$ cat src/plru_pkg.sv
// shared constants and controller command type for the lru page replacement block
`timescale 1ns / 1ps
`default_nettype none
package plru_pkg;

   localparam int FRAMES_DEFAULT    = 16;
   localparam int PAGE_BITS_DEFAULT = 8;

   localparam int CFG_W        = 5;
   localparam int HITS_W       = 32;
   localparam int VICTIM_W     = 8;
   localparam int FRAMES_OUT_W = 5;
   localparam int RSP_FIELDS_W = 2 + VICTIM_W + HITS_W + FRAMES_OUT_W;
   localparam int RSP_DATA_W   = ((RSP_FIELDS_W + 7) / 8) * 8;

   localparam logic [CFG_W-1:0] CFG_RESET = CFG_W'(16);

   typedef struct packed {
      logic capture;   // latch the incoming page reference
      logic lookup;    // compare against the table, register match results
      logic update;    // commit table changes and load the result register
   } plru_cmd_type;

endpackage
`default_nettype wire

$ cat src/plru_ctrl.sv
// sequencer for the lru block: capture, lookup, update and result handshake
`timescale 1ns / 1ps
`default_nettype none
module plru_ctrl (
   input  wire                  clock,
   input  wire                  reset,
   input  wire                  req_tvalid,
   output logic                 req_tready,
   output logic                 rsp_tvalid,
   input  wire                  rsp_tready,
   output plru_pkg::plru_cmd_type cmd
);
   import plru_pkg::*;

   typedef enum logic [1:0] {
      ST_IDLE,
      ST_LOOKUP,
      ST_UPDATE
   } state_type;

   state_type state_ff, state_in;
   logic      rsp_valid_ff, rsp_valid_in;
   logic      rsp_free;

   assign rsp_free   = !rsp_valid_ff || rsp_tready;
   assign req_tready = (state_ff == ST_IDLE);
   assign rsp_tvalid = rsp_valid_ff;

   always_comb begin
      cmd          = '0;
      state_in     = state_ff;
      rsp_valid_in = rsp_valid_ff && !rsp_tready;
      case (state_ff)
         ST_IDLE: begin
            if (req_tvalid) begin
               cmd.capture = 1'b1;
               state_in    = ST_LOOKUP;
            end
         end
         ST_LOOKUP: begin
            cmd.lookup = 1'b1;
            state_in   = ST_UPDATE;
         end
         ST_UPDATE: begin
            // hold here until the result register can take a new transfer
            if (rsp_free) begin
               cmd.update   = 1'b1;
               rsp_valid_in = 1'b1;
               state_in     = ST_IDLE;
            end
         end
         default: begin
            state_in = ST_IDLE;
         end
      endcase
   end

   always_ff @(posedge clock) begin
      if (reset) begin
         state_ff     <= ST_IDLE;
         rsp_valid_ff <= 1'b0;
      end else begin
         state_ff     <= state_in;
         rsp_valid_ff <= rsp_valid_in;
      end
   end

endmodule
`default_nettype wire

$ cat src/plru_dpath.sv
// lru datapath: page table, recency ranks, occupancy, hit counter and result register
`timescale 1ns / 1ps
`default_nettype none
module plru_dpath #(
   parameter int FRAMES    = plru_pkg::FRAMES_DEFAULT,
   parameter int PAGE_BITS = plru_pkg::PAGE_BITS_DEFAULT
) (
   input  wire                              clock,
   input  wire                              reset,
   input  plru_pkg::plru_cmd_type           cmd,
   input  wire [PAGE_BITS-1:0]              req_page,
   input  wire                              csr_wr_en,
   input  wire [plru_pkg::CFG_W-1:0]        csr_wr_data,
   output logic [plru_pkg::RSP_DATA_W-1:0]  rsp_data
);
   import plru_pkg::*;

   localparam int RANK_W = (FRAMES > 1) ? $clog2(FRAMES) : 1;
   localparam int OCC_W  = $clog2(FRAMES + 1);
   localparam int LIM_W  = (OCC_W > CFG_W) ? OCC_W : CFG_W;
   localparam int COPY_W = (PAGE_BITS < VICTIM_W) ? PAGE_BITS : VICTIM_W;

   logic [PAGE_BITS-1:0]  page_tbl_ff [FRAMES];
   logic [PAGE_BITS-1:0]  page_tbl_in [FRAMES];
   logic [FRAMES-1:0]     page_we;
   logic [RANK_W-1:0]     rank_ff [FRAMES];
   logic [RANK_W-1:0]     rank_in [FRAMES];
   logic [OCC_W-1:0]      occ_ff, occ_in;
   logic [HITS_W-1:0]     hit_total_ff, hit_total_in;
   logic [CFG_W-1:0]      cfg_ff;

   logic [PAGE_BITS-1:0]  page_ff;
   logic [FRAMES-1:0]     match_ff, match_in;
   logic [FRAMES-1:0]     lru_ff, lru_in;
   logic                  hit_ff;
   logic [RANK_W-1:0]     pivot_ff, pivot_in;
   logic [PAGE_BITS-1:0]  victim_ff, victim_in;
   logic [RSP_DATA_W-1:0] rsp_data_ff, rsp_data_in;

   logic [FRAMES-1:0]     occupied;
   logic [LIM_W-1:0]      cfg_ext, limit;
   logic                  full, evict;
   logic [RANK_W-1:0]     top_rank;
   logic [VICTIM_W-1:0]   victim_out;

   // lookup: every occupied frame compares at once, ranks pick the lru frame
   always_comb begin
      pivot_in  = '0;
      victim_in = '0;
      for (int i = 0; i < FRAMES; i++) begin
         occupied[i] = (OCC_W'(i) < occ_ff);
         match_in[i] = occupied[i] && (page_tbl_ff[i] == page_ff);
         lru_in[i]   = occupied[i] && (rank_ff[i] == '0);
         pivot_in    = pivot_in | (match_in[i] ? rank_ff[i] : '0);
         victim_in   = victim_in | (lru_in[i] ? page_tbl_ff[i] : '0);
      end
   end

   // a zero limit acts as one frame, a limit above the table acts as the table
   always_comb begin
      cfg_ext = LIM_W'(cfg_ff);
      if (cfg_ext == '0) begin
         limit = LIM_W'(1);
      end else if (cfg_ext > LIM_W'(FRAMES)) begin
         limit = LIM_W'(FRAMES);
      end else begin
         limit = cfg_ext;
      end
   end

   assign full     = !(LIM_W'(occ_ff) < limit);
   assign evict    = !hit_ff && full;
   assign top_rank = RANK_W'(occ_ff - OCC_W'(1));

   always_comb begin
      occ_in       = occ_ff;
      hit_total_in = hit_total_ff;
      for (int i = 0; i < FRAMES; i++) begin
         rank_in[i]     = rank_ff[i];
         page_tbl_in[i] = page_ff;
         page_we[i]     = 1'b0;
      end
      if (hit_ff) begin
         if (!(&hit_total_ff)) begin
            hit_total_in = hit_total_ff + HITS_W'(1);
         end
         for (int i = 0; i < FRAMES; i++) begin
            if (match_ff[i]) begin
               rank_in[i] = top_rank;
            end else if (occupied[i] && (rank_ff[i] > pivot_ff)) begin
               rank_in[i] = rank_ff[i] - RANK_W'(1);
            end
         end
      end else if (!full) begin
         occ_in = occ_ff + OCC_W'(1);
         for (int i = 0; i < FRAMES; i++) begin
            if (occ_ff == OCC_W'(i)) begin
               page_we[i] = 1'b1;
               rank_in[i] = RANK_W'(occ_ff);
            end
         end
      end else begin
         for (int i = 0; i < FRAMES; i++) begin
            if (lru_ff[i]) begin
               page_we[i] = 1'b1;
               rank_in[i] = top_rank;
            end else if (occupied[i] && (rank_ff[i] != '0)) begin
               rank_in[i] = rank_ff[i] - RANK_W'(1);
            end
         end
      end
   end

   always_comb begin
      victim_out  = evict ? VICTIM_W'(victim_ff[COPY_W-1:0]) : '0;
      rsp_data_in = '0;
      rsp_data_in[RSP_FIELDS_W-1:0] = {FRAMES_OUT_W'(occ_in), hit_total_in, victim_out,
                                       evict, hit_ff};
   end

   always_ff @(posedge clock) begin
      if (reset) begin
         occ_ff       <= '0;
         hit_total_ff <= '0;
         cfg_ff       <= CFG_RESET;
         for (int i = 0; i < FRAMES; i++) begin
            rank_ff[i] <= '0;
         end
      end else begin
         if (csr_wr_en) begin
            cfg_ff <= csr_wr_data;
         end
         if (cmd.update) begin
            occ_ff       <= occ_in;
            hit_total_ff <= hit_total_in;
            for (int i = 0; i < FRAMES; i++) begin
               rank_ff[i] <= rank_in[i];
            end
         end
      end
   end

   // page table has no reset: only occupied frames are ever looked at
   always_ff @(posedge clock) begin
      if (cmd.update) begin
         for (int i = 0; i < FRAMES; i++) begin
            if (page_we[i]) begin
               page_tbl_ff[i] <= page_tbl_in[i];
            end
         end
      end
   end

   always_ff @(posedge clock) begin
      if (cmd.capture) begin
         page_ff <= req_page;
      end
      if (cmd.lookup) begin
         match_ff  <= match_in;
         lru_ff    <= lru_in;
         hit_ff    <= |match_in;
         pivot_ff  <= pivot_in;
         victim_ff <= victim_in;
      end
      if (cmd.update) begin
         rsp_data_ff <= rsp_data_in;
      end
   end

   assign rsp_data = rsp_data_ff;

endmodule
`default_nettype wire

$ cat src/page_replace_lru.sv
// top level of the lru page replacement block
// Usage:
//   req_ channel carries one page reference per transfer (tdata low bits).
//   rsp_ channel returns exactly one result per reference: hit, evicted,
//   victim page, saturating hit count and frames in use after the access.
//   csr_wr_en/csr_wr_data write the frame limit; write only while idle.
// Timing:
//   a reference is captured in IDLE, compared against all frames in the
//   next cycle (LOOKUP), and committed with its result loaded in UPDATE,
//   which waits while the output register still holds a result. One
//   reference is in flight at a time: the next is accepted only after
//   the capture, lookup and update steps of the sequencer are done.
// Reset: clears occupancy, ranks and hit count and sets the
//   frame limit to 16; the block is ready as soon as reset drops.
// Stall: a result not yet taken stays in the output register; the next
//   reference is still accepted and looked up, then waits before its
//   commit until the output register frees.
`timescale 1ns / 1ps
`default_nettype none
module page_replace_lru #(
   parameter int FRAMES    = plru_pkg::FRAMES_DEFAULT,
   parameter int PAGE_BITS = plru_pkg::PAGE_BITS_DEFAULT
) (
   input  wire                                       clock,
   input  wire                                       reset,
   input  wire                                       req_tvalid,
   output logic                                      req_tready,
   // page_number
   input  wire [((PAGE_BITS + 7) / 8) * 8 - 1:0]     req_tdata,
   output logic                                      rsp_tvalid,
   input  wire                                       rsp_tready,
   // hit, evicted, victim_page, hits_so_far, frames_used
   output logic [plru_pkg::RSP_DATA_W-1:0]           rsp_tdata,
   input  wire                                       csr_wr_en,
   input  wire [plru_pkg::CFG_W-1:0]                 csr_wr_data
);
   import plru_pkg::*;

   plru_cmd_type cmd;

   plru_ctrl u_ctrl (
      .clock      (clock),
      .reset      (reset),
      .req_tvalid (req_tvalid),
      .req_tready (req_tready),
      .rsp_tvalid (rsp_tvalid),
      .rsp_tready (rsp_tready),
      .cmd        (cmd)
   );

   plru_dpath #(
      .FRAMES    (FRAMES),
      .PAGE_BITS (PAGE_BITS)
   ) u_dpath (
      .clock       (clock),
      .reset       (reset),
      .cmd         (cmd),
      .req_page    (req_tdata[PAGE_BITS-1:0]),
      .csr_wr_en   (csr_wr_en),
      .csr_wr_data (csr_wr_data),
      .rsp_data    (rsp_tdata)
   );

   // only one reference in flight
   a_one_in_flight: assert property (@(posedge clock) disable iff (reset)
      req_tvalid && req_tready |=> !req_tready)
      else $error("reference accepted while another is in flight");

   a_hit_xor_evict: assert property (@(posedge clock) disable iff (reset)
      rsp_tvalid |-> !(rsp_tdata[0] && rsp_tdata[1]))
      else $error("result reports both hit and eviction");

   a_victim_zero: assert property (@(posedge clock) disable iff (reset)
      rsp_tvalid && !rsp_tdata[1] |-> rsp_tdata[9:2] == 8'd0)
      else $error("victim page nonzero without eviction");

   a_occ_bound: assert property (@(posedge clock) disable iff (reset)
      rsp_tvalid |-> (FRAMES > 31) || (32'(rsp_tdata[46:42]) <= 32'(FRAMES)))
      else $error("frames used exceeds table size");

endmodule
`default_nettype wire

$ cat config.mk
export PLATFORM = sky130hd
export DESIGN_NAME = page_replace_lru
export DESIGN_NICKNAME = d
export VERILOG_FILES = /design/src/plru_pkg.sv /design/src/plru_ctrl.sv /design/src/plru_dpath.sv /design/src/page_replace_lru.sv
export SDC_FILE = /design/constraint.sdc
export NUM_CORES = 1
export LEC_CHECK = 0
export BUFFER_PORTS_ARGS = -buffer_cell sky130_fd_sc_hd__buf_2
export CELL_PAD_IN_SITES_DETAIL_PLACEMENT = 1
export CELL_PAD_IN_SITES_GLOBAL_PLACEMENT = 2
export CORE_ASPECT_RATIO = 0.7
export CORE_MARGIN = 3
export CORE_UTILIZATION = 38
export DETAILED_ROUTE_END_ITERATION = 10
export GPL_TIMING_DRIVEN = 0
export HOLD_SLACK_MARGIN = 0.06
export PLACE_DENSITY = 0.81
export SYNTH_ARGS = -nofsm -noshare
export SYNTH_HDL_FRONTEND = slang
export SYNTH_HIERARCHICAL = 1
export SYNTH_SLANG_ARGS = --single-unit
$ cat constraint.sdc
create_clock -name clock -period 4.65 [get_ports clock]
set_clock_uncertainty 0.2 [all_clocks]
set_input_delay 0.2325 -clock clock [delete_from_list [all_inputs] [get_ports clock]]
set_output_delay 0.2325 -clock clock [all_outputs]
set_load 0.02 [all_outputs]
Yosys cells after proc, flatten, opt, wreduce, memory -nomap -nowiden. Memories as Yosys holds them, arrays and structs flattened. Cells that the tools add are included. Widths: inputs -> output; s select.

Bitwise gates (word level): 46. Magnitude comparators: 34. Multiplexer cells: 233. Equal/unequal tests: 35. Reduce and logical (&&, ||, !) cells: 109. Add/subtract/negate cells: 19.

Operators with widths (number): $mux 4 (112); $eq 8x8->1 (16); $mux 64 (2); $mux 8 (16); $or 8x8->8 (15); $mux 1 (92); $sub 4x1->4 const B (17); $logic_and 1x1->1 (66); $gt 4x4->1 (16); $logic_not 4->1 (16); $mux 32 (2); $reduce_bool 4->1 (16); $or 4x4->4 (15); $eq 5x4->1 const B (8); $lt 4x5->1 const A (8); $add 32x1->32 const B (1); $mux 16 (2); $reduce_and 32->1 (1); $eq 5x3->1 const B (4); $lt 3x5->1 const A (4); $mux 5 (4); $or 1x1->1 (16); $reduce_or 16->1 (1); $eq 5x2->1 const B (2); 17 further kinds (24).

Memories kept: 2. Register bits: 145. Bits of input ports: 18. Bits in writable memories: 192. Output and inout bits: 50.

Memories: u_dpath.page_tbl_ff (depth 16, bits a word 8, read ports 16, clocked after Yosys merged registers in 0, write ports 16, line plru_dpath.sv:23) `logic [PAGE_BITS-1:0] page_tbl_ff [FRAMES];`; u_dpath.rank_ff (depth 16, bits a word 4, read ports 16, clocked after Yosys merged registers in 0, write ports 16, line plru_dpath.sv:26) `logic [RANK_W-1:0] rank_ff [FRAMES];`.

Depth between registers and ports, before layout. Gate-level depths: netlist of run 1. An unclocked memory read counts as a cell.

Word-level depth: 19. Gate-level depth with buffers: 12. Mapped depth without buffers: 9.

Modules after synthesis. The synthesis of run 1 kept the hierarchy.

By module, submodules not included: plru_dpath (instances 1, cells each 1897, area each 19874.1 um2, seq. area each 9609.2 um2); plru_ctrl (instances 1, cells each 13, area each 138.9 um2, seq. area each 60.1 um2).

Worst setup path after synthesis of run 1. Ideal clock, no wire load.

Kind: flip-flop to flip-flop. Start point: register u_ctrl.state_ff[0]. End point: memory u_dpath/page_tbl_ff[1][24] (netlist name) (enable). Buffers on the path: 2. Data arrival time: 4.022 ns. Path slack: 0.052 ns. Cell stages (with the launch flop): 7. Cell sequence: dfxtp_1 > nand2b_1 > nor2b_1 > nand2_1 > clkbuf_1 > clkbuf_1 > a21oi_1.

RTL lines: start, declared (line plru_ctrl.sv:21) `state_type state_ff, state_in;`; start signal, assigned (line plru_ctrl.sv:63) `state_ff <= state_in;`; end, declared (line plru_dpath.sv:23).

==> run summary, run 1 <==
• 39 — number of buffers inserted during clock tree synthesis
• 0 — overflow left after global routing
• 198 um — y dimension of the die
• clkdlybuf4s15_1 -> clkbuf_1 -> buf_1 -> nand3_1 -> a21oi_2 — sequence of cells on the critical path
• 0 — count of antenna diodes in the layout
• 1.49 ns — Worst Tran Pin Value
• 1910 — Syn Inst Count
• 14.3% — area added between synthesis and finish
• 0.58 ns — worst skew pair latency
• 7.89 nW — Leakage
• reg2reg — CP Class
• 0% — Async S/R FF share, synth
• 0.92 ns — maximum cell stage delay along the critical path
• 2771 — DRT iter0 DRCs
• 65 — number of input and output port buffers inserted
• 0 — Setup-failing EPs final
• 31.4 um — Routed wire per std cell
• 99.4% — fin crit share
• 0 — number of max-slew violations in the final report
• 30.6% — overall global routing resource usage
• 2 — htree depth
• flip-flop — type of element capturing the critical path
• 0.06 ns — CTS clk-pin slew, worst paths
• completed — run status
• 79 — number of distinct library cells after synthesis
• 292 — EDFF count, synth
• 17900 — DR vias
• 55500 um^2 — die area
• 51400 um^2 — Placeable Area
• 86.3 mm — total wire length after detailed routing
• 69 — placement row count
• 4.62 ns — Crit path arrival time
• 6.51 — post-detailed-route via-to-cell ratio
• 2749 — Non-Filler Instances
• 0 — ANT nets after route
• 0.227 mV — IR drop worst, VDD
• 10.5 um^2 — Avg Inst Size Synth
• 337 — number of clock sinks
• sky130_fd_sc_hd__clkbuf_1 — library cell contributing the largest single delay on the critical path
• 0 — Post-CTS Setup Inserts
• 6 — number of warnings issued by yosys
• 280 um — horizontal die dimension
• no — unrepaired setup endpoints after global routing
• 10.1% — layout cell share with drive strength beyond 1
• 0 — number of design rule violations left after detail routing
• 20000 um^2 — Post-Synthesis Cell Area
• buffers and inverters — top cell family by delay on the critical path
• 47 — maximum number of pins on one net before global-route repair
• 48.3% — fraction of the yosys area taken by sequential cells
• 4.62 ns — time the worst path needs with I/O delays and setup
• 123 mm — first-pass GRT wire length
• 2033 — syn nets
• sky130_fd_sc_hd__edfxtp_1 — most frequent standard cell in the layout excluding fill and tap cells
• sky130_fd_sc_hd__edfxtp_1 — Synth Flop Type
• 0 — Max Cap Violations
• done — TritonCTS clock tree
• 63.1 mm — Detailed Place HPWL
• 44.5% — final core occ
• in2reg — Hold Path Class
• 1.00 — Final GP Congestion
• 17400 — via count of the first global-routing pass
• 337 — flip-flop and latch count after synthesis
• 5600 — number of fill cells
• 0.448% — worst-case headroom to the max-slew limit
• 10 — biggest fanout along the worst timing path
• 2168 — post-layout net count
• sky130_fd_sc_hd__edfxtp_1, sky130_fd_sc_hd__nand2_1, sky130_fd_sc_hd__xnor2_1 — commonest non-fill, non-tap cells in the layout
• sky130_fd_sc_hd__clkbuf_16 — Root Buffer
• 2653 — number of placed instances, taps included
• flip-flop — type of element launching the critical path
• 216 MHz — Fmax
• 0 — number of endpoints with negative hold slack in the final report
• 6 — number of iterations in the first detailed-routing pass
• 3 — number of buffer and inverter instances along the worst setup path
• 4.65 ns — required arrival time at the worst endpoint
• 3 — number of buffers on the longest clock path
• 39.0% — effective utilization at floorplan
• 330 nW/um^2 — pwr dens
• 68 — I/O Pins
• 3 — number of antenna violations at the first check in global routing
==> synth_stat cells, types with 4 or more instances <==
master,count,share of area (%)
sky130_fd_sc_hd__a211oi_1,5,0.19
sky130_fd_sc_hd__a21oi_1,72,1.8
sky130_fd_sc_hd__a221oi_1,34,1.5
sky130_fd_sc_hd__a222oi_1,16,0.80
sky130_fd_sc_hd__a22o_1,19,0.83
sky130_fd_sc_hd__a22oi_1,56,2.1
sky130_fd_sc_hd__a311oi_1,8,0.35
sky130_fd_sc_hd__a31oi_1,36,1.1
sky130_fd_sc_hd__a41oi_1,8,0.35
sky130_fd_sc_hd__and2_1,7,0.22
sky130_fd_sc_hd__and3_1,31,0.97
sky130_fd_sc_hd__and4_1,7,0.31
sky130_fd_sc_hd__buf_1,18,0.34
sky130_fd_sc_hd__buf_2,26,0.65
sky130_fd_sc_hd__clkbuf_1,79,1.5
sky130_fd_sc_hd__clkbuf_2,4,0.10
sky130_fd_sc_hd__clkbuf_8,4,0.28
sky130_fd_sc_hd__dfxtp_1,45,4.5
sky130_fd_sc_hd__edfxtp_1,292,44
sky130_fd_sc_hd__ha_1,105,6.6
sky130_fd_sc_hd__inv_1,61,1.1
sky130_fd_sc_hd__mux2i_1,20,1.0
sky130_fd_sc_hd__nand2_1,155,2.9
sky130_fd_sc_hd__nand2b_1,13,0.41
sky130_fd_sc_hd__nand3_1,35,0.88
sky130_fd_sc_hd__nand3_2,4,0.20
sky130_fd_sc_hd__nand3b_1,7,0.26
sky130_fd_sc_hd__nand4_1,51,1.6
sky130_fd_sc_hd__nor2_1,131,2.5
sky130_fd_sc_hd__nor2b_1,17,0.53
sky130_fd_sc_hd__nor3_1,59,1.5
sky130_fd_sc_hd__nor3b_1,5,0.19
sky130_fd_sc_hd__nor4_1,19,0.59
sky130_fd_sc_hd__o211ai_1,45,1.7
sky130_fd_sc_hd__o21a_1,17,0.64
sky130_fd_sc_hd__o21ai_0,92,2.3
sky130_fd_sc_hd__o221ai_1,11,0.48
sky130_fd_sc_hd__o22ai_1,5,0.16
sky130_fd_sc_hd__or3_1,5,0.16
sky130_fd_sc_hd__xnor2_1,136,6.0
sky130_fd_sc_hd__xor2_1,96,4.2
==> stage by stage <==
stage / TNS [ns] / setup WS, ns / area (um^2) / hold WS [ns] / total power (W)
finish: 0 / 0.0287 / 22900 / 0.165 / 0.00756
global route: 0 / 0.0133 / 22900 / 0.169 / 0.00777
CTS: 0 / 0.0614 / 22800 / 0.145 / 0.00755
detailed placement: -6.30 / -0.420 / 21300 / 0.212 / 0.00429
global placement: -546.41 / -2.71 / 21200 / 0.210 / 0.00425
floorplan: 0 / 0.0522 / 20000 / 0.102 / 0.00397
==> sequential cells by signal (all words and copies together), names as in the netlist, 8 cells and up <==
| name | count |
|---|---|
| u_dpath/hit_total_ff | 32 |
| u_dpath/victim_ff | 8 |
| u_dpath/rsp_data | 47 |
| u_dpath/match_ff | 16 |
| u_dpath/lru_ff | 16 |
| u_dpath/page_tbl_ff | 128 |
| u_dpath/rank_ff | 64 |
| u_dpath/page_ff | 8 |
==> layer usage <==
metal	vias to the layer above	wire (um)	GRT usage, %
li1	7429	-	-
met2	1228	33500	41.0
met1	9064	37600	46.7
met5	-	0	0
met4	0	2560	8.76
met3	183	12700	9.63
==> path summary, 6_finish.rpt <==
kind                           from                    endpoint  slack [ns]  cells after the start
setup / recovery  u_dpath/occ_ff[0]  u_dpath/page_tbl_ff[0][14]        0.03                      5
hold / removal         req_tdata[3]          u_dpath/page_ff[3]        0.16                      2
setup reg to reg  u_dpath/occ_ff[0]  u_dpath/page_tbl_ff[0][14]        0.03                      5
hold reg to reg      u_dpath/hit_ff         u_dpath/rsp_data[0]        0.30                      0
==> final cells by class <==
type                    count  area, um^2  share of cell area (%)
flip-flops and latches    337        9670                    42.3
multi-input cells        1374        9550                    41.8
clock buffers              44        1010                    4.44
well taps                 674         843                    3.69
plain buffers             136         626                    2.74
repair buffers             94         616                    2.69
clock inverters            27         315                    1.38
inverters                  63         238                    1.04
==> logic make-up after synthesis <==
| logic type | count (synthesis) | share of synthesized area (%) |
|---|---|---|
| AND/OR/NAND/NOR | 570 | 14.3 |
| XOR/XNOR | 232 | 10.2 |
| adder cells (fa/ha/maj) | 105 | 6.56 |
| buffers and inverters | 199 | 4.27 |
| multiplexers | 21 | 1.06 |
| flip-flops | 337 | 48.3 |
| other | 1 | 0.0187 |
| AO/OA/AOI/OAI | 445 | 15.3 |
==> report_power, final <==
| part | switching [W] | leakage (nW) | internal (W) |
|---|---|---|---|
| combinational | 0.000545 | 4.18 | 0.000256 |
| sequential | 0.000122 | 3.06 | 0.00337 |
| clock | 0.00135 | 0.655 | 0.00192 |
| total | 0.00202 | 7.89 | 0.00554 |
==> what timing repair did <==
action | in CTS | in global routing
hold buffers | 24 | 0
hold endpoints to repair | 24 | 0
pin swaps | 0 | 0
resized for setup | 3 | 5
setup endpoints to repair | 20 | 22
No activity file was read; power rests on OpenSTA's default activity.
==> run 2: changes to the inputs <==
- ABC_AREA: unset -> 1
- CORE_UTILIZATION: 38 -> 35
- CTS_BUF_LIST: unset -> sky130_fd_sc_hd__clkbuf_4 sky130_fd_sc_hd__clkbuf_8
- PLACE_DENSITY: 0.81 -> 0.82
==> run summary, run 2 <==
• 144 mm — first-pass GRT wire length
• 0 — overflow left after global routing
• 2885 — Syn Inst Count
• reg2reg — CP Class
• 4 — number of stages on the worst hold path
• sky130_fd_sc_hd__clkbuf_8 — Root Buffer
• no — unrepaired setup endpoints after global routing
• 76 — placement row count
• 0 — ANT nets after route
• 25.3 um — Routed wire per std cell
• 337 — number of clock sinks
• 11.1% — layout cell share with drive strength beyond 1
• flip-flop — type of element launching the critical path
• 128 — flip-flop count of the largest register, all copies and words added
• 67000 um^2 — die area
• 3926 — Non-Filler Instances
• 292 — EDFF count, synth
• -0.0771% — worst-case headroom to the max-slew limit
• 39.2% — share of Yosys cell area claimed by the top area cell type
• 6 — number of iterations in the first detailed-routing pass
• 14.2% — area added between synthesis and finish
• 100% — fin crit share
• 4.91 ns — Crit path arrival time
• 12 — biggest fanout along the worst timing path
• sky130_fd_sc_hd__nand2_1 — most frequent standard cell in the layout excluding fill and tap cells
• 2 — number of antenna violations at the first check in global routing
• 3 — number of buffers on the longest clock path
• 75.4 mm — Detailed Place HPWL
• 5.59 — post-detailed-route via-to-cell ratio
• 1 — Setup-failing EPs final
• 1 — number of max-slew violations in the final report
• 4.66 ns — time the worst path needs with I/O delays and setup
• -0.00686 ns — Final WS setup
• 11.3 nW — Leakage
• 0.241 mV — IR drop worst, VDD
• sky130_fd_sc_hd__edfxtp_1 — Synth Flop Type
• 2689 — DRT iter0 DRCs
• 4.90 ns — required arrival time at the worst endpoint
• 0.07 ns — CTS clk-pin slew, worst paths
• done — TritonCTS clock tree
• 296 nW/um^2 — pwr dens
• sky130_fd_sc_hd__nand2_1, sky130_fd_sc_hd__inv_1, sky130_fd_sc_hd__edfxtp_1 — commonest non-fill, non-tap cells in the layout
• flip-flop — type of element capturing the critical path
• 66 — number of input and output port buffers inserted
• 7.74 um^2 — Avg Inst Size Synth
• 0 — number of endpoints with negative hold slack in the final report
• 21800 — via count of the first global-routing pass
• 62400 um^2 — Placeable Area
• 61 — number of buffers inserted during clock tree synthesis
• 1 — Max Cap Violations
• 3774 — number of placed instances, taps included
• 0% — Async S/R FF share, synth
• 0.72 ns — worst skew pair latency
• 29.3% — overall global routing resource usage
• 0 — number of design rule violations left after detail routing
• 10 — R2R depth
• 21900 — DR vias
• 22300 um^2 — Post-Synthesis Cell Area
• finished with violations — run status
• 0.972 — Final GP Congestion
• sky130_fd_sc_hd__edfxtp_1 — dominant cell type by area after synthesis
• 35.8% — effective utilization at floorplan
• 43.3% — fraction of the yosys area taken by sequential cells
• in2reg — Hold Path Class
• 2 — htree depth
• 1.50 ns — Worst Tran Pin Value
• 308 um — horizontal die dimension
• u_dpath/page_tbl_ff — largest register by flop count
• capacitance limit, slew limit, setup timing — violated checks
• 99.3 mm — total wire length after detailed routing
• 337 — flip-flop and latch count after synthesis
• 3008 — syn nets
• 53 — number of distinct library cells after synthesis
• 3180 — post-layout net count
• sky130_fd_sc_hd__edfxtp_1, sky130_fd_sc_hd__nand2_1, sky130_fd_sc_hd__ha_1, sky130_fd_sc_hd__inv_1, sky130_fd_sc_hd__nand3_1 — main area contributors after synthesis
• 215 MHz — Fmax
• 31 — maximum number of pins on one net before global-route repair
• -0.00686 ns — Setup TNS
• 25500 um^2 — post-route design area
• 6 — number of warnings issued by yosys
• 217 um — y dimension of the die
• sky130_fd_sc_hd__nand2_1, sky130_fd_sc_hd__inv_1, sky130_fd_sc_hd__edfxtp_1 — most instantiated cells after synthesis
• sky130_fd_sc_hd__nand2_1 — most used standard cell by instance count after synthesis
• 68 — I/O Pins
• 23800 um^2 — DP Area
• 0 — count of antenna diodes in the layout
==> run 2: stage by stage <==
step           total power, W  util (%)  setup slack, ns  hold WS, ns
3_3_place_gp          0.00435      38.0            -3.38        0.211
6_report              0.00756      40.9         -0.00686        0.125
4_1_cts               0.00761      40.9            0.150       0.0729
2_1_floorplan         0.00404         -            0.431       0.0949
3_5_place_dp          0.00440      38.1            0.164        0.212
5_1_grt               0.00787      40.9           0.0167        0.145
==> run 2: repair_timing <==
| item | 4_1_cts | 5_1_grt |
|---|---|---|
| gates resized for setup | 0 | 6 |
| endpoints found under the hold margin | 37 | 0 |
| setup buffers | 0 | 0 |
| hold buffers | 38 | 0 |
| endpoints found under the setup margin | 0 | 11 |
==> run 2: routing by layer <==
layer,vias to the layer above,global-route usage [%],share of wire (%)
li1,9839,-,-
met1,10900,45.1,47
met2,1046,40.0,39
met3,164,6.99,11
met4,0,8.48,2.7
met5,-,0,0
==> run 2: final cells by class <==
cell class	count	area (um^2)
fillers	7686	36900
multi-input cells	2140	11000
flip-flops and latches	337	9670
inverters	316	1190
clock buffers	81	1030
well taps	819	1020
repair buffers	109	816
plain buffers	92	508
clock inverters	32	290
==> run 2: power breakdown <==
part | leakage (nW) | switching [W] | internal (W)
Combinational | 7.51 | 0.000628 | 0.000283
Sequential | 3.12 | 0.000121 | 0.00337
Clock | 0.706 | 0.00143 | 0.00173
==> run 2: worst paths after layout <==
path                                start                       to  slack (ns)
hold / removal                 req_tvalid       u_ctrl/state_ff[0]        0.12
setup / recovery        u_dpath/occ_ff[0]    u_dpath/rank_ff[0][6]      -0.007
setup reg to reg        u_dpath/occ_ff[0]    u_dpath/rank_ff[0][6]      -0.007
hold reg to reg   u_dpath/hit_total_ff[0]  u_dpath/hit_total_ff[0]        0.29
==> run 2: cell families (layout without fill, tap and decap cells) <==
kind of cell             Yosys count  count (layout)  synth area share, %
AND/OR/NAND/NOR                 1609            1609                 31.1
buffers and inverters            408             630                 7.58
XOR/XNOR                          93              93                 3.68
adder cells (fa/ha/maj)          105             105                 5.88
other                              1               1               0.0168
multiplexers                       2               2                0.101
flip-flops                       337             337                 43.3
AO/OA/AOI/OAI                    330             330                 8.35
==> run 2: worst max-delay path: stages (launching register included) <==
cell	delay, ns
sky130_fd_sc_hd__dfxtp_1	0.58
sky130_fd_sc_hd__inv_1	0.15
sky130_fd_sc_hd__buf_2	0.30
sky130_fd_sc_hd__clkbuf_1	0.58
sky130_fd_sc_hd__ha_1	0.47
sky130_fd_sc_hd__xnor2_1	0.64
sky130_fd_sc_hd__clkbuf_1	0.90
sky130_fd_sc_hd__o21ai_0	0.21
sky130_fd_sc_hd__nand3b_1	0.21
sky130_fd_sc_hd__nand2_1	0.08
sky130_fd_sc_hd__inv_1	0.04
